## config.mk

```make
export PLATFORM = sky130hd
export DESIGN_NAME = one_wire_bus_master
export DESIGN_NICKNAME = d
export VERILOG_FILES = /design/src/sv/owb_pkg.sv /design/src/sv/one_wire_bus_master.sv /design/src/sv/owb_core.sv
export SDC_FILE = /design/constraint.sdc
export NUM_CORES = 1
export LEC_CHECK = 0
export ABC_AREA = 1
export BUFFER_PORTS_ARGS = -buffer_cell sky130_fd_sc_hd__buf_2
export CORE_ASPECT_RATIO = 0.75
export CORE_MARGIN = 4
export CORE_UTILIZATION = 36
export CTS_CLUSTER_SIZE = 24
export DETAILED_ROUTE_END_ITERATION = 10
export GPL_TIMING_DRIVEN = 1
export HOLD_SLACK_MARGIN = 0.08
export SYNTH_ARGS = -nofsm -noshare
export SYNTH_HDL_FRONTEND = slang
export SYNTH_SLANG_ARGS = --single-unit
```

## constraint.sdc

```tcl
create_clock -name i_clk -period 2.05 [get_ports i_clk]
set_input_delay 0.205 -clock i_clk [delete_from_list [all_inputs] [get_ports i_clk]]
set_output_delay 0.205 -clock i_clk [all_outputs]
set_load 0.02 [all_outputs]
```

## src/sv/owb_pkg.sv

```systemverilog
// Shared types, constants and helpers of the one-wire bus master.
`timescale 1ns / 1ps

package owb_pkg;

    localparam int TIMER_W = 10;
    localparam int BYTE_W  = 8;
    localparam int CFG_W   = 10;
    localparam int CFG_IDX_W = 3;

    localparam int READ_SAMPLE_WAIT_DEF = 9;
    localparam int READ_TAIL_WAIT_DEF   = 55;

    // Register values after reset
    localparam logic [9:0] RESET_LOW_DEF      = 10'd500;
    localparam logic [7:0] PRESENCE_WAIT_DEF  = 8'd50;
    localparam logic [9:0] RESET_RECOV_DEF    = 10'd480;
    localparam logic [7:0] WR_ONE_LOW_DEF     = 8'd7;
    localparam logic [7:0] WR_ONE_HIGH_DEF    = 8'd64;
    localparam logic [7:0] WR_ZERO_LOW_DEF    = 8'd60;
    localparam logic [7:0] WR_ZERO_HIGH_DEF   = 8'd9;
    localparam logic [7:0] READ_LOW_DEF       = 8'd7;

    typedef enum logic [1:0] {
        KIND_TICK  = 2'd0,
        KIND_RESET = 2'd1,
        KIND_WRITE = 2'd2,
        KIND_READ  = 2'd3
    } t_kind;

    typedef enum logic [CFG_IDX_W-1:0] {
        CFG_RESET_LOW     = 3'd0,
        CFG_PRESENCE_WAIT = 3'd1,
        CFG_RESET_RECOV   = 3'd2,
        CFG_WR_ONE_LOW    = 3'd3,
        CFG_WR_ONE_HIGH   = 3'd4,
        CFG_WR_ZERO_LOW   = 3'd5,
        CFG_WR_ZERO_HIGH  = 3'd6,
        CFG_READ_LOW      = 3'd7
    } t_cfg_idx;

    typedef enum logic [3:0] {
        PH_IDLE      = 4'd0,
        PH_RST_LOW   = 4'd1,
        PH_RST_WAIT  = 4'd2,
        PH_RST_RECOV = 4'd3,
        PH_WR_LOW    = 4'd4,
        PH_WR_HIGH   = 4'd5,
        PH_RD_LOW    = 4'd6,
        PH_RD_WAIT   = 4'd7,
        PH_RD_TAIL   = 4'd8
    } t_phase;

    typedef struct packed {
        logic [9:0] reset_low;
        logic [7:0] presence_wait;
        logic [9:0] reset_recov;
        logic [7:0] wr_one_low;
        logic [7:0] wr_one_high;
        logic [7:0] wr_zero_low;
        logic [7:0] wr_zero_high;
        logic [7:0] read_low;
    } t_cfg;

    typedef struct packed {
        logic              drive_low;
        logic              done;
        logic [BYTE_W-1:0] read_value;
        logic              presence_seen;
        logic              bus_stuck;
        logic              busy;
        logic              rejected;
    } t_result;

    // A zero tick count counts as one tick
    function automatic logic [TIMER_W-1:0] f_ticks(input logic [TIMER_W-1:0] t);
        return (t == '0) ? TIMER_W'(1) : t;
    endfunction

endpackage

```

## src/sv/one_wire_bus_master.sv

```systemverilog
// Top level of the one-wire bus master: handshakes, timing registers and result register.
//
//  channel  direction  handshake                 payload
//  in       sink       i_in_valid / o_in_ready   i_kind, i_write_value, i_bus_level
//  out      source     o_out_valid / i_out_ready o_drive_low .. o_rejected
//  cfg      sink       i_cfg_valid / o_cfg_ready i_cfg_index, i_cfg_data
//
//  One transaction in per cycle while results are taken; each gives one result, passing
//  through the input register, then the sequencer logic into the result register.
//  While a finished result waits, the input register takes one more transaction,
//  then the input stalls until the result is taken.
//  Synchronous active-low reset loads the timing registers with their defaults
//  and returns the sequencer to idle. Configuration is always ready.
`timescale 1ns / 1ps

module one_wire_bus_master
    import owb_pkg::*;
#(
    parameter int READ_SAMPLE_WAIT = READ_SAMPLE_WAIT_DEF,
    parameter int READ_TAIL_WAIT   = READ_TAIL_WAIT_DEF
) (
    input  logic                 i_clk,
    input  logic                 i_rst_n,

    input  logic                 i_in_valid,
    output logic                 o_in_ready,
    input  logic [1:0]           i_kind,
    input  logic [BYTE_W-1:0]    i_write_value,
    input  logic                 i_bus_level,

    output logic                 o_out_valid,
    input  logic                 i_out_ready,
    output logic                 o_drive_low,
    output logic                 o_done_res,
    output logic [BYTE_W-1:0]    o_read_value,
    output logic                 o_presence_seen,
    output logic                 o_bus_stuck,
    output logic                 o_busy_res,
    output logic                 o_rejected,

    input  logic                 i_cfg_valid,
    output logic                 o_cfg_ready,
    input  logic [CFG_IDX_W-1:0] i_cfg_index,
    input  logic [CFG_W-1:0]     i_cfg_data
);

    logic              r_in_valid;
    logic [1:0]        r_kind;
    logic [BYTE_W-1:0] r_write_value;
    logic              r_bus_level;

    logic              r_out_valid;
    t_result           r_res;
    t_result           res;

    t_cfg              r_cfg;
    logic              step;

    // Move the held transaction into the result register when there is room
    assign step        = r_in_valid && (!r_out_valid || i_out_ready);
    assign o_in_ready  = !r_in_valid || step;
    assign o_cfg_ready = 1'b1;

    // Write timing registers; bits above a register's width drop
    always_ff @(posedge i_clk) begin
        if (!i_rst_n) begin
            r_cfg.reset_low     <= RESET_LOW_DEF;
            r_cfg.presence_wait <= PRESENCE_WAIT_DEF;
            r_cfg.reset_recov   <= RESET_RECOV_DEF;
            r_cfg.wr_one_low    <= WR_ONE_LOW_DEF;
            r_cfg.wr_one_high   <= WR_ONE_HIGH_DEF;
            r_cfg.wr_zero_low   <= WR_ZERO_LOW_DEF;
            r_cfg.wr_zero_high  <= WR_ZERO_HIGH_DEF;
            r_cfg.read_low      <= READ_LOW_DEF;
        end else if (i_cfg_valid) begin
            unique case (t_cfg_idx'(i_cfg_index))
                CFG_RESET_LOW:     r_cfg.reset_low     <= i_cfg_data;
                CFG_PRESENCE_WAIT: r_cfg.presence_wait <= i_cfg_data[7:0];
                CFG_RESET_RECOV:   r_cfg.reset_recov   <= i_cfg_data;
                CFG_WR_ONE_LOW:    r_cfg.wr_one_low    <= i_cfg_data[7:0];
                CFG_WR_ONE_HIGH:   r_cfg.wr_one_high   <= i_cfg_data[7:0];
                CFG_WR_ZERO_LOW:   r_cfg.wr_zero_low   <= i_cfg_data[7:0];
                CFG_WR_ZERO_HIGH:  r_cfg.wr_zero_high  <= i_cfg_data[7:0];
                CFG_READ_LOW:      r_cfg.read_low      <= i_cfg_data[7:0];
            endcase
        end
    end

    // Input register
    always_ff @(posedge i_clk) begin
        if (!i_rst_n) begin
            r_in_valid <= 1'b0;
        end else if (o_in_ready) begin
            r_in_valid <= i_in_valid;
        end
    end

    always_ff @(posedge i_clk) begin
        if (i_in_valid && o_in_ready) begin
            r_kind        <= i_kind;
            r_write_value <= i_write_value;
            r_bus_level   <= i_bus_level;
        end
    end

    owb_core #(
        .READ_SAMPLE_WAIT (READ_SAMPLE_WAIT),
        .READ_TAIL_WAIT   (READ_TAIL_WAIT)
    ) u_core (
        .i_clk         (i_clk),
        .i_rst_n       (i_rst_n),
        .i_step        (step),
        .i_kind        (t_kind'(r_kind)),
        .i_write_value (r_write_value),
        .i_bus_level   (r_bus_level),
        .i_cfg         (r_cfg),
        .o_res         (res)
    );

    // Result register
    always_ff @(posedge i_clk) begin
        if (!i_rst_n) begin
            r_out_valid <= 1'b0;
        end else if (step) begin
            r_out_valid <= 1'b1;
        end else if (i_out_ready) begin
            r_out_valid <= 1'b0;
        end
    end

    always_ff @(posedge i_clk) begin
        if (step) begin
            r_res <= res;
        end
    end

    assign o_out_valid     = r_out_valid;
    assign o_drive_low     = r_res.drive_low;
    assign o_done_res      = r_res.done;
    assign o_read_value    = r_res.read_value;
    assign o_presence_seen = r_res.presence_seen;
    assign o_bus_stuck     = r_res.bus_stuck;
    assign o_busy_res      = r_res.busy;
    assign o_rejected      = r_res.rejected;

endmodule

```

## src/sv/owb_core.sv

```systemverilog
// Bus sequencer: phase, slot timer and shift byte, advanced one transaction at a time.
`timescale 1ns / 1ps

module owb_core
    import owb_pkg::*;
#(
    parameter int READ_SAMPLE_WAIT = READ_SAMPLE_WAIT_DEF,
    parameter int READ_TAIL_WAIT   = READ_TAIL_WAIT_DEF
) (
    input  logic              i_clk,
    input  logic              i_rst_n,
    input  logic              i_step,
    input  t_kind             i_kind,
    input  logic [BYTE_W-1:0] i_write_value,
    input  logic              i_bus_level,
    input  t_cfg              i_cfg,
    output t_result           o_res
);

    localparam logic [TIMER_W-1:0] SAMPLE_TICKS = TIMER_W'(READ_SAMPLE_WAIT);
    localparam logic [TIMER_W-1:0] TAIL_TICKS   = TIMER_W'(READ_TAIL_WAIT);

    t_phase             r_phase,    n_phase;
    logic [TIMER_W-1:0] r_timer,    n_timer;
    logic [2:0]         r_bit,      n_bit;
    logic [BYTE_W-1:0]  r_shift,    n_shift;
    logic               r_presence, n_presence;

    logic [TIMER_W-1:0] timer_dec;
    logic [2:0]         bit_inc;

    assign timer_dec = r_timer - TIMER_W'(1);
    assign bit_inc   = r_bit + 3'd1;

    // Work out the next state and the result of this transaction
    always_comb begin
        n_phase    = r_phase;
        n_timer    = r_timer;
        n_bit      = r_bit;
        n_shift    = r_shift;
        n_presence = r_presence;
        o_res      = '0;

        if (r_phase == PH_IDLE) begin
            unique case (i_kind)
                KIND_TICK: begin
                end
                KIND_RESET: begin
                    n_bit   = 3'd0;
                    n_phase = PH_RST_LOW;
                    n_timer = f_ticks(i_cfg.reset_low);
                end
                KIND_WRITE: begin
                    n_bit   = 3'd0;
                    n_shift = i_write_value;
                    n_phase = PH_WR_LOW;
                    n_timer = i_write_value[0] ? f_ticks(TIMER_W'(i_cfg.wr_one_low))
                                               : f_ticks(TIMER_W'(i_cfg.wr_zero_low));
                end
                KIND_READ: begin
                    n_bit   = 3'd0;
                    n_shift = '0;
                    n_phase = PH_RD_LOW;
                    n_timer = f_ticks(TIMER_W'(i_cfg.read_low));
                end
            endcase
        end else begin
            // Commands while busy are dropped but still count as a tick
            o_res.rejected = (i_kind != KIND_TICK);
            n_timer = timer_dec;
            if (timer_dec == '0) begin
                unique case (r_phase)
                    PH_RST_LOW: begin
                        n_phase = PH_RST_WAIT;
                        n_timer = f_ticks(TIMER_W'(i_cfg.presence_wait));
                    end
                    PH_RST_WAIT: begin
                        n_presence = ~i_bus_level;
                        n_phase    = PH_RST_RECOV;
                        n_timer    = f_ticks(i_cfg.reset_recov);
                    end
                    PH_RST_RECOV: begin
                        o_res.bus_stuck = ~i_bus_level;
                        o_res.done      = 1'b1;
                        n_phase         = PH_IDLE;
                    end
                    PH_WR_LOW: begin
                        n_phase = PH_WR_HIGH;
                        n_timer = r_shift[r_bit] ? f_ticks(TIMER_W'(i_cfg.wr_one_high))
                                                 : f_ticks(TIMER_W'(i_cfg.wr_zero_high));
                    end
                    PH_WR_HIGH: begin
                        if (r_bit == 3'd7) begin
                            o_res.done = 1'b1;
                            n_phase    = PH_IDLE;
                        end else begin
                            n_bit   = bit_inc;
                            n_phase = PH_WR_LOW;
                            n_timer = r_shift[bit_inc] ? f_ticks(TIMER_W'(i_cfg.wr_one_low))
                                                       : f_ticks(TIMER_W'(i_cfg.wr_zero_low));
                        end
                    end
                    PH_RD_LOW: begin
                        n_phase = PH_RD_WAIT;
                        n_timer = f_ticks(SAMPLE_TICKS);
                    end
                    PH_RD_WAIT: begin
                        n_shift[r_bit] = r_shift[r_bit] | i_bus_level;
                        n_phase        = PH_RD_TAIL;
                        n_timer        = f_ticks(TAIL_TICKS);
                    end
                    PH_RD_TAIL: begin
                        if (r_bit == 3'd7) begin
                            o_res.done       = 1'b1;
                            o_res.read_value = r_shift;
                            n_phase          = PH_IDLE;
                        end else begin
                            n_bit   = bit_inc;
                            n_phase = PH_RD_LOW;
                            n_timer = f_ticks(TIMER_W'(i_cfg.read_low));
                        end
                    end
                    default: begin
                        n_phase = PH_IDLE;
                    end
                endcase
            end
            if (n_phase == PH_IDLE) begin
                n_timer = '0;
            end
        end

        o_res.drive_low     = (n_phase == PH_RST_LOW) || (n_phase == PH_WR_LOW)
                              || (n_phase == PH_RD_LOW);
        o_res.presence_seen = n_presence;
        o_res.busy          = (n_phase != PH_IDLE);
    end

    // Advance the sequencer on each transaction
    always_ff @(posedge i_clk) begin
        if (!i_rst_n) begin
            r_phase    <= PH_IDLE;
            r_timer    <= '0;
            r_bit      <= '0;
            r_shift    <= '0;
            r_presence <= 1'b0;
        end else if (i_step) begin
            r_phase    <= n_phase;
            r_timer    <= n_timer;
            r_bit      <= n_bit;
            r_shift    <= n_shift;
            r_presence <= n_presence;
        end
    end

    // The timer is zero exactly when no sequence runs
    a_timer_idle: assert property (@(posedge i_clk) disable iff (!i_rst_n)
        (r_phase == PH_IDLE) == (r_timer == '0))
        else $error("slot timer out of step with phase");

    // Hold phase, timer, bit and shift state between transactions
    a_hold: assert property (@(posedge i_clk) disable iff (!i_rst_n)
        !i_step |=> $stable(r_phase) && $stable(r_timer) && $stable(r_bit)
                    && $stable(r_shift))
        else $error("sequencer state moved without a transaction");

    // A completing transaction leaves the master idle
    a_done_idle: assert property (@(posedge i_clk) disable iff (!i_rst_n)
        i_step && o_res.done |=> r_phase == PH_IDLE)
        else $error("command completed but sequence still running");

    // Rejection only happens while a sequence runs
    a_reject_busy: assert property (@(posedge i_clk) disable iff (!i_rst_n)
        o_res.rejected |-> r_phase != PH_IDLE)
        else $error("command rejected while idle");

endmodule

```

Yosys cells after proc, flatten, opt, wreduce, memory -nomap -nowiden

Cells that the tools add are included.

Bitwise operators: 6
Multiplexer cells: 49
Add/sub/neg operators: 2
Reduce and logical (&&, ||, !) cells: 43
Equal/unequal tests: 26
$lt $le $gt $ge: 3

Operator list:

| cell                    | number |
|---|---|
| $mux W10                | 10 |
| $mux W8                 | 9 |
| $pmux W10 S7            | 1 |
| $logic_not A8 Y1        | 6 |
| $logic_not A10 Y1       | 3 |
| $pmux W10 S3            | 1 |
| $pmux W4 S7             | 1 |
| $eq A4 B3 Y1 const B    | 6 |
| $mux W3                 | 7 |
| $reduce_and A2 Y1       | 9 |
| $pmux W8 S2             | 1 |
| $eq A3 B3 Y1 const B    | 5 |
| $mux W4                 | 3 |
| $pmux W4 S3             | 1 |
| $reduce_bool A2 Y1      | 5 |
| $sub A10 B1 Y10 const B | 1 |
| $mux W1                 | 9 |
| $mux W9                 | 1 |
| $bwmux W8               | 1 |
| $eq A4 B1 Y1 const B    | 2 |
| $eq A4 B2 Y1 const B    | 2 |
| $logic_not A4 Y1        | 2 |
| $lt A3 B4 Y1 const B    | 2 |
| $bmux W1 S3             | 2 |
| other kinds (25)        | 39 |

Register bits: 121
Input bits: 29

Logic depth before layout (Yosys ltp)

Depth in word-level cells: 9
Gate-level depth with buffers: 17

Modules after synthesis

Synthesis repeated with hierarchy kept, for this count alone.

Cell total of the unflattened synthesis: 1088
Area, all modules: 6919.1 sq um

By module, submodules not included:

| module              | times used | seq. area each (sq um) | area each (sq um) | cells an instance |
|---|---|---|---|---|
| owb_core            | 1          | 520.5                  | 3478.3            | 680 |
| one_wire_bus_master | 1          | 2152.1                 | 3440.8            | 408 |

Worst setup path after synthesis

No wires, ideal clock.

Kind: reg-to-reg
From: register u_core.r_timer[0]
To: register r_res (netlist bit o_busy_res) (data pin)
Setup time: 265 ps
Cell stages (with the launch flop): 15
Setup slack: 60 ps
Buffers on the path: 0
Data arrival time: 1725 ps
Required time: 1785 ps
Path through: dfxtp_1 -> inv_1 -> ha_1 -> nand2_1 -> nand2_1 -> nor2_1 -> nand2_1 -> nor2_2 -> nand2_2 -> nor2_4 -> nand2_4 -> nand2_1 -> nand2_1 -> o21ai_1 -> nand3b_1

RTL lines:

| item                   | line                       | source |
|---|---|---|
| start, declared        | owb_core.sv:24             | `logic [TIMER_W-1:0] r_timer, n_timer;` |
| start signal, assigned | owb_core.sv:149            | `r_timer <= n_timer;` |
| end signal, assigned   | one_wire_bus_master.sv:133 | `r_res <= res;` |
| end, declared          | one_wire_bus_master.sv:53  | `t_result r_res;` |

Final worst setup path

From: register u_core.r_timer[1]
To: register u_core.r_timer[1]

Cells in the longest elaborated chain, start to end: 7

RTL lines:

| item              | line            | source |
|---|---|---|
| $sub A10 B1 Y10 * | owb_core.sv:32  | `assign timer_dec = r_timer - TIMER_W'(1);` |
| $logic_not A10 Y1 | owb_core.sv:71  | `if (timer_dec == '0) begin` |
| $mux W4           | owb_core.sv:71  |  |
| $mux W4           | owb_core.sv:44  | `if (r_phase == PH_IDLE) begin` |
| $logic_not A4 Y1  | owb_core.sv:128 | `if (n_phase == PH_IDLE) begin` |
| $mux W10 *        | owb_core.sv:128 |  |
| $mux W10 *        | owb_core.sv:44  |  |

Every way passes the cells marked *; elsewhere a longest branch is shown, timed or not. The select of a mux whose other input is x is not followed.
A chain may end at the register's enable or synchronous reset.

==> metrics.md <==
| Metric | Value |
|---|---|
| Synth-to-Final Area Change | 28.1% |
| Global-route wire length before repair | 32800 um |
| Number of antenna violations at the first check in global routing | 0 |
| CP Max Fanout | 8 |
| Xor and xnor area share after synthesis | 0.134% |
| Unrepaired setup endpoints after global routing | true |
| Final setup violation count | 0 |
| Critical-path cell list | buf_4 > nor2_4 > nand3_2 > xor2_2 > inv_1 > nor2_4 > nand2_8 > nand2_4 > nand2_4 > nor2_4 > nand2_4 > nand2_2 > a21oi_2 |
| DR vias | ~6600 |
| I/O pin total | 46 |
| Per-instance average area after synthesis | 6.91 sq um |
| Worst slew slack as a fraction of its limit | 57.5% |
| Share of cells above drive strength 1 | 21.6% |
| Compound-cell area share of the yosys netlist | 18.3% |
| Drt first-iter violations | 700 |
| Longest individual stage delay on the worst path | 0.32 ns |
| P per Cell Area | 819 mW/mm^2 |
| Total count of max-transition violations in the final report | 0 |
| Synth Area in Adders | 0.765% |
| Aggregate global-route resource usage | just over 20% |
| Fin crit share | 99.5% |
| Type of the tightest min-delay check | in2reg |
| Hold slack final | 0.144 ns |
| Fraction of post-synthesis cell area in the top cell type by area | 29.4% |
| Clock Tree Buf Depth | 2 |
| H-Tree Level Count | 4 |
| Share of synthesized area spent on multiplexers | 0% |
| Crit Path Category | reg2reg |
| Hpwl dp | about 15000 um |
| Required time of the worst setup path | 2.35 ns |
| Max-cap viol count | 0 |
| Slowest stage cell, crit path | sky130_fd_sc_hd__dfxtp_2 |
| Clock input transition at the sequential cells of the worst setup and hold paths | 0.05 ns |
| Capturing element type of the critical path | register |
| # DRC | 0 |
| Number of filler cells placed in the layout | 1856 |
| Actual transition at the worst max-transition pin | 0.638 ns |
| Flop and latch count out of synthesis | 121 |
| Placed Instances | 1263 |
| Post-Route Setup TNS | 0 ns |
| Initial Util | 36.8% |
| Ranking of synthesized cells by instance count | sky130_fd_sc_hd__nand2_1, sky130_fd_sc_hd__inv_1, sky130_fd_sc_hd__nor2_1, sky130_fd_sc_hd__dfxtp_1, sky130_fd_sc_hd__nand3_1 |
| Synthesized instance count | 947 |
| Sequential share of the synthesized area | 40.8% |
| CTS tree | done |
| Std-Cell Core Area | 0.0178 sq mm |
| Reg-to-reg setup timing slack | 0.01 ns |
| Most frequently used cell type in the post-synthesis netlist | sky130_fd_sc_hd__nand2_1 |
| Final cell utilization of the core | 47.2% |
| Dominant combinational cell family by area after synthesis | simple AND/OR/NAND/NOR gates |
| Combined area of all synthesized cells | 0.00654 sq mm |
| Input/output buffers | 44 |
| Kind of start point of the critical path | register |
| Y dimension of the die | 125 um |
| Horizontal die dimension | 164 um |
| Antenna Nets Post-Route | 0 |
| IR Drop Worst-Case VDD | 0.489 mV |
| Sinks on the clock net | 121 |
| Area used by sequential logic in the layout | 0.00268 sq mm |
| Maximum clock skew at final layout | 0.00400 ns |
| Ys flop type | sky130_fd_sc_hd__dfxtp_1 |
| Ys async rst share | 0% |
| Later-pin clock latency in the skew report | 0.42 ns |
| Leading area contributor after synthesis | sky130_fd_sc_hd__dfxtp_1 |
| Shortest clock period the worst path allows after layout | 2.04 ns |
| Share of synthesized cell area in and, or, nand and nor gates | around 30% |
| Number of search-and-repair iterations in the first detailed-routing pass | 5 |
| GRT Residual Overflow | 0 |
| Net count, final | 1092 |
| Maximum number of pins on one net before global-route repair | 69 |
| Final non-filler cell total | approximately 1300 |
| Leak | 3.77 nW |
| Area occupied by multi-input gates | 0.00348 sq mm |
| Vias in the first global route | about 6000 |
| Cell row count | 42 |
| Post-synth EDFFs | 25 |
| Total detailed-routing wirelength | 20600 um |
| Top achievable clock speed | between 0.4 and 0.5 GHz |
| Total CTS buffers | 17 |
| Number of warning messages in the yosys log | 0 |
| Placer congestion estimate | roughly 0.89 |
| Synth unique cells | a little over 40 |
| Mapped Nets | 980 |
| N_diodes | 0 |
| Final Hold Viols | 0 |
| Die Area | 0.0204 sq mm |
| CP arrival | 2.34 ns |
| Via-to-Cell Ratio | 5.03 |
| Leading post-synthesis cells by cell area | sky130_fd_sc_hd__dfxtp_1, sky130_fd_sc_hd__nand2_1, sky130_fd_sc_hd__edfxtp_1, sky130_fd_sc_hd__inv_1, sky130_fd_sc_hd__nand3_1 |
| Status | complete, no violations |
| Wire per inst | 15.7 um |
| Clock tree root buffer cell | sky130_fd_sc_hd__clkbuf_16 |
==> sequential cells by signal, indices dropped and copies added, names as in the netlist <==
signal             cells
r_bus_level            1
r_cfg                 68
o_presence_seen        1
o_done_res             1
o_out_valid            1
r_in_valid             1
u_core.r_phase         4
u_core.r_bit           3
o_busy_res             1
o_bus_stuck            1
r_write_value          8
o_drive_low            1
u_core.r_timer        10
o_rejected             1
r_kind                 2
o_read_value           8
u_core.r_presence      1
u_core.r_shift         8
==> final timing paths <==
path                     start  depth (start not counted)                end
max          u_core.r_timer[1]                         13  u_core.r_timer[1]
min              i_cfg_data[9]                          3          r_cfg[49]
max reg2reg  u_core.r_timer[1]                         13  u_core.r_timer[1]
min reg2reg          r_cfg[50]                          2          r_cfg[50]
==> power breakdown <==
group | switching (W) | internal, W | total (W)
logic | 0.000929 | 0.000509 | 0.00144
registers | 0.0000748 | 0.00255 | 0.00263
clock network | 0.00106 | 0.00173 | 0.00280
==> layout make-up <==
cell class	count	share of cell area [%]
inverter	135	6.08
multi-input combinational	662	41.6
tap	242	3.61
timing repair buffer	122	10.2
clock inverter	12	0.956
clock buffer	20	5.59
sequential	121	32.0
==> cell usage in the layout, fill, tap and decap left out, drive strengths merged <==
master       synthesis  final
a211oi               4      4
conb                 1      1
inv                133    133
nand3               87     87
o211ai              22     22
clkbuf              25     20
o31ai                1      1
a21oi               81     81
buf                  5    108
edfxtp              25     25
ha                   4      4
nand4                9      9
xor2                 1      1
o22ai                2      2
nor3                10     10
bufinv               0      1
dfxtp               96     96
nand3b               4      4
clkinvlp             0      1
o21bai               1      1
o21ai               90     90
a31oi                1      1
nor2               112    112
nand2              223    224
clkinv               2     12
o221ai               7      7
a211o                1      1
dlygate4sd3          0     14
==> metal layers <==
metal,vias to the layer above,global-route usage (%),share of wire (%),routed length (um)
met2,200,27.8,41,8400
met1,3045,32.1,52,10700
met5,-,0,0,0
li1,3345,-,-,-
met3,19,4.20,6.3,1300
met4,0,5.47,1.1,227
==> critical path: cells and delay by family (launching register included) <==
kind / cells / cell delay [ns]
flip-flops: 1 / 0.32
AO/OA/AOI/OAI: 1 / 0.05
XOR/XNOR: 1 / 0.20
buffers and inverters: 2 / 0.27
AND/OR/NAND/NOR: 9 / 1.08
==> stage by stage <==
step           cell area, sq um  setup slack [ns]  total power (W)
6_report                   8380            0.0112          0.00686
5_1_grt                    8380            -0.125          0.00715
4_1_cts                    8200          -0.00753          0.00679
3_5_place_dp               7370            -0.120          0.00392
3_3_place_gp               7370           -0.0636          0.00391
2_1_floorplan              6540            0.0602          0.00347
==> cell families (layout without fill, tap and decap cells) <==
| family | count (synthesis) | count (layout) |
|---|---|---|
| AND/OR/NAND/NOR | 445 | 446 |
| AO/OA/AOI/OAI | 210 | 210 |
| buffers and inverters | 165 | 289 |
| flip-flops | 121 | 121 |
| adder cells (fa/ha/maj) | 4 | 4 |
| other | 1 | 1 |
| XOR/XNOR | 1 | 1 |
==> repair_timing <==
action                                  CTS  global route
endpoints found under the setup margin   27            36
pin swaps                                14            15
gates resized for setup                  39            43
gates cloned                              1             0
setup buffers                             1             3
hold buffers                             14             0
hold endpoints to repair                 15             0
Note: power is estimated with default switching activity, not from simulation.
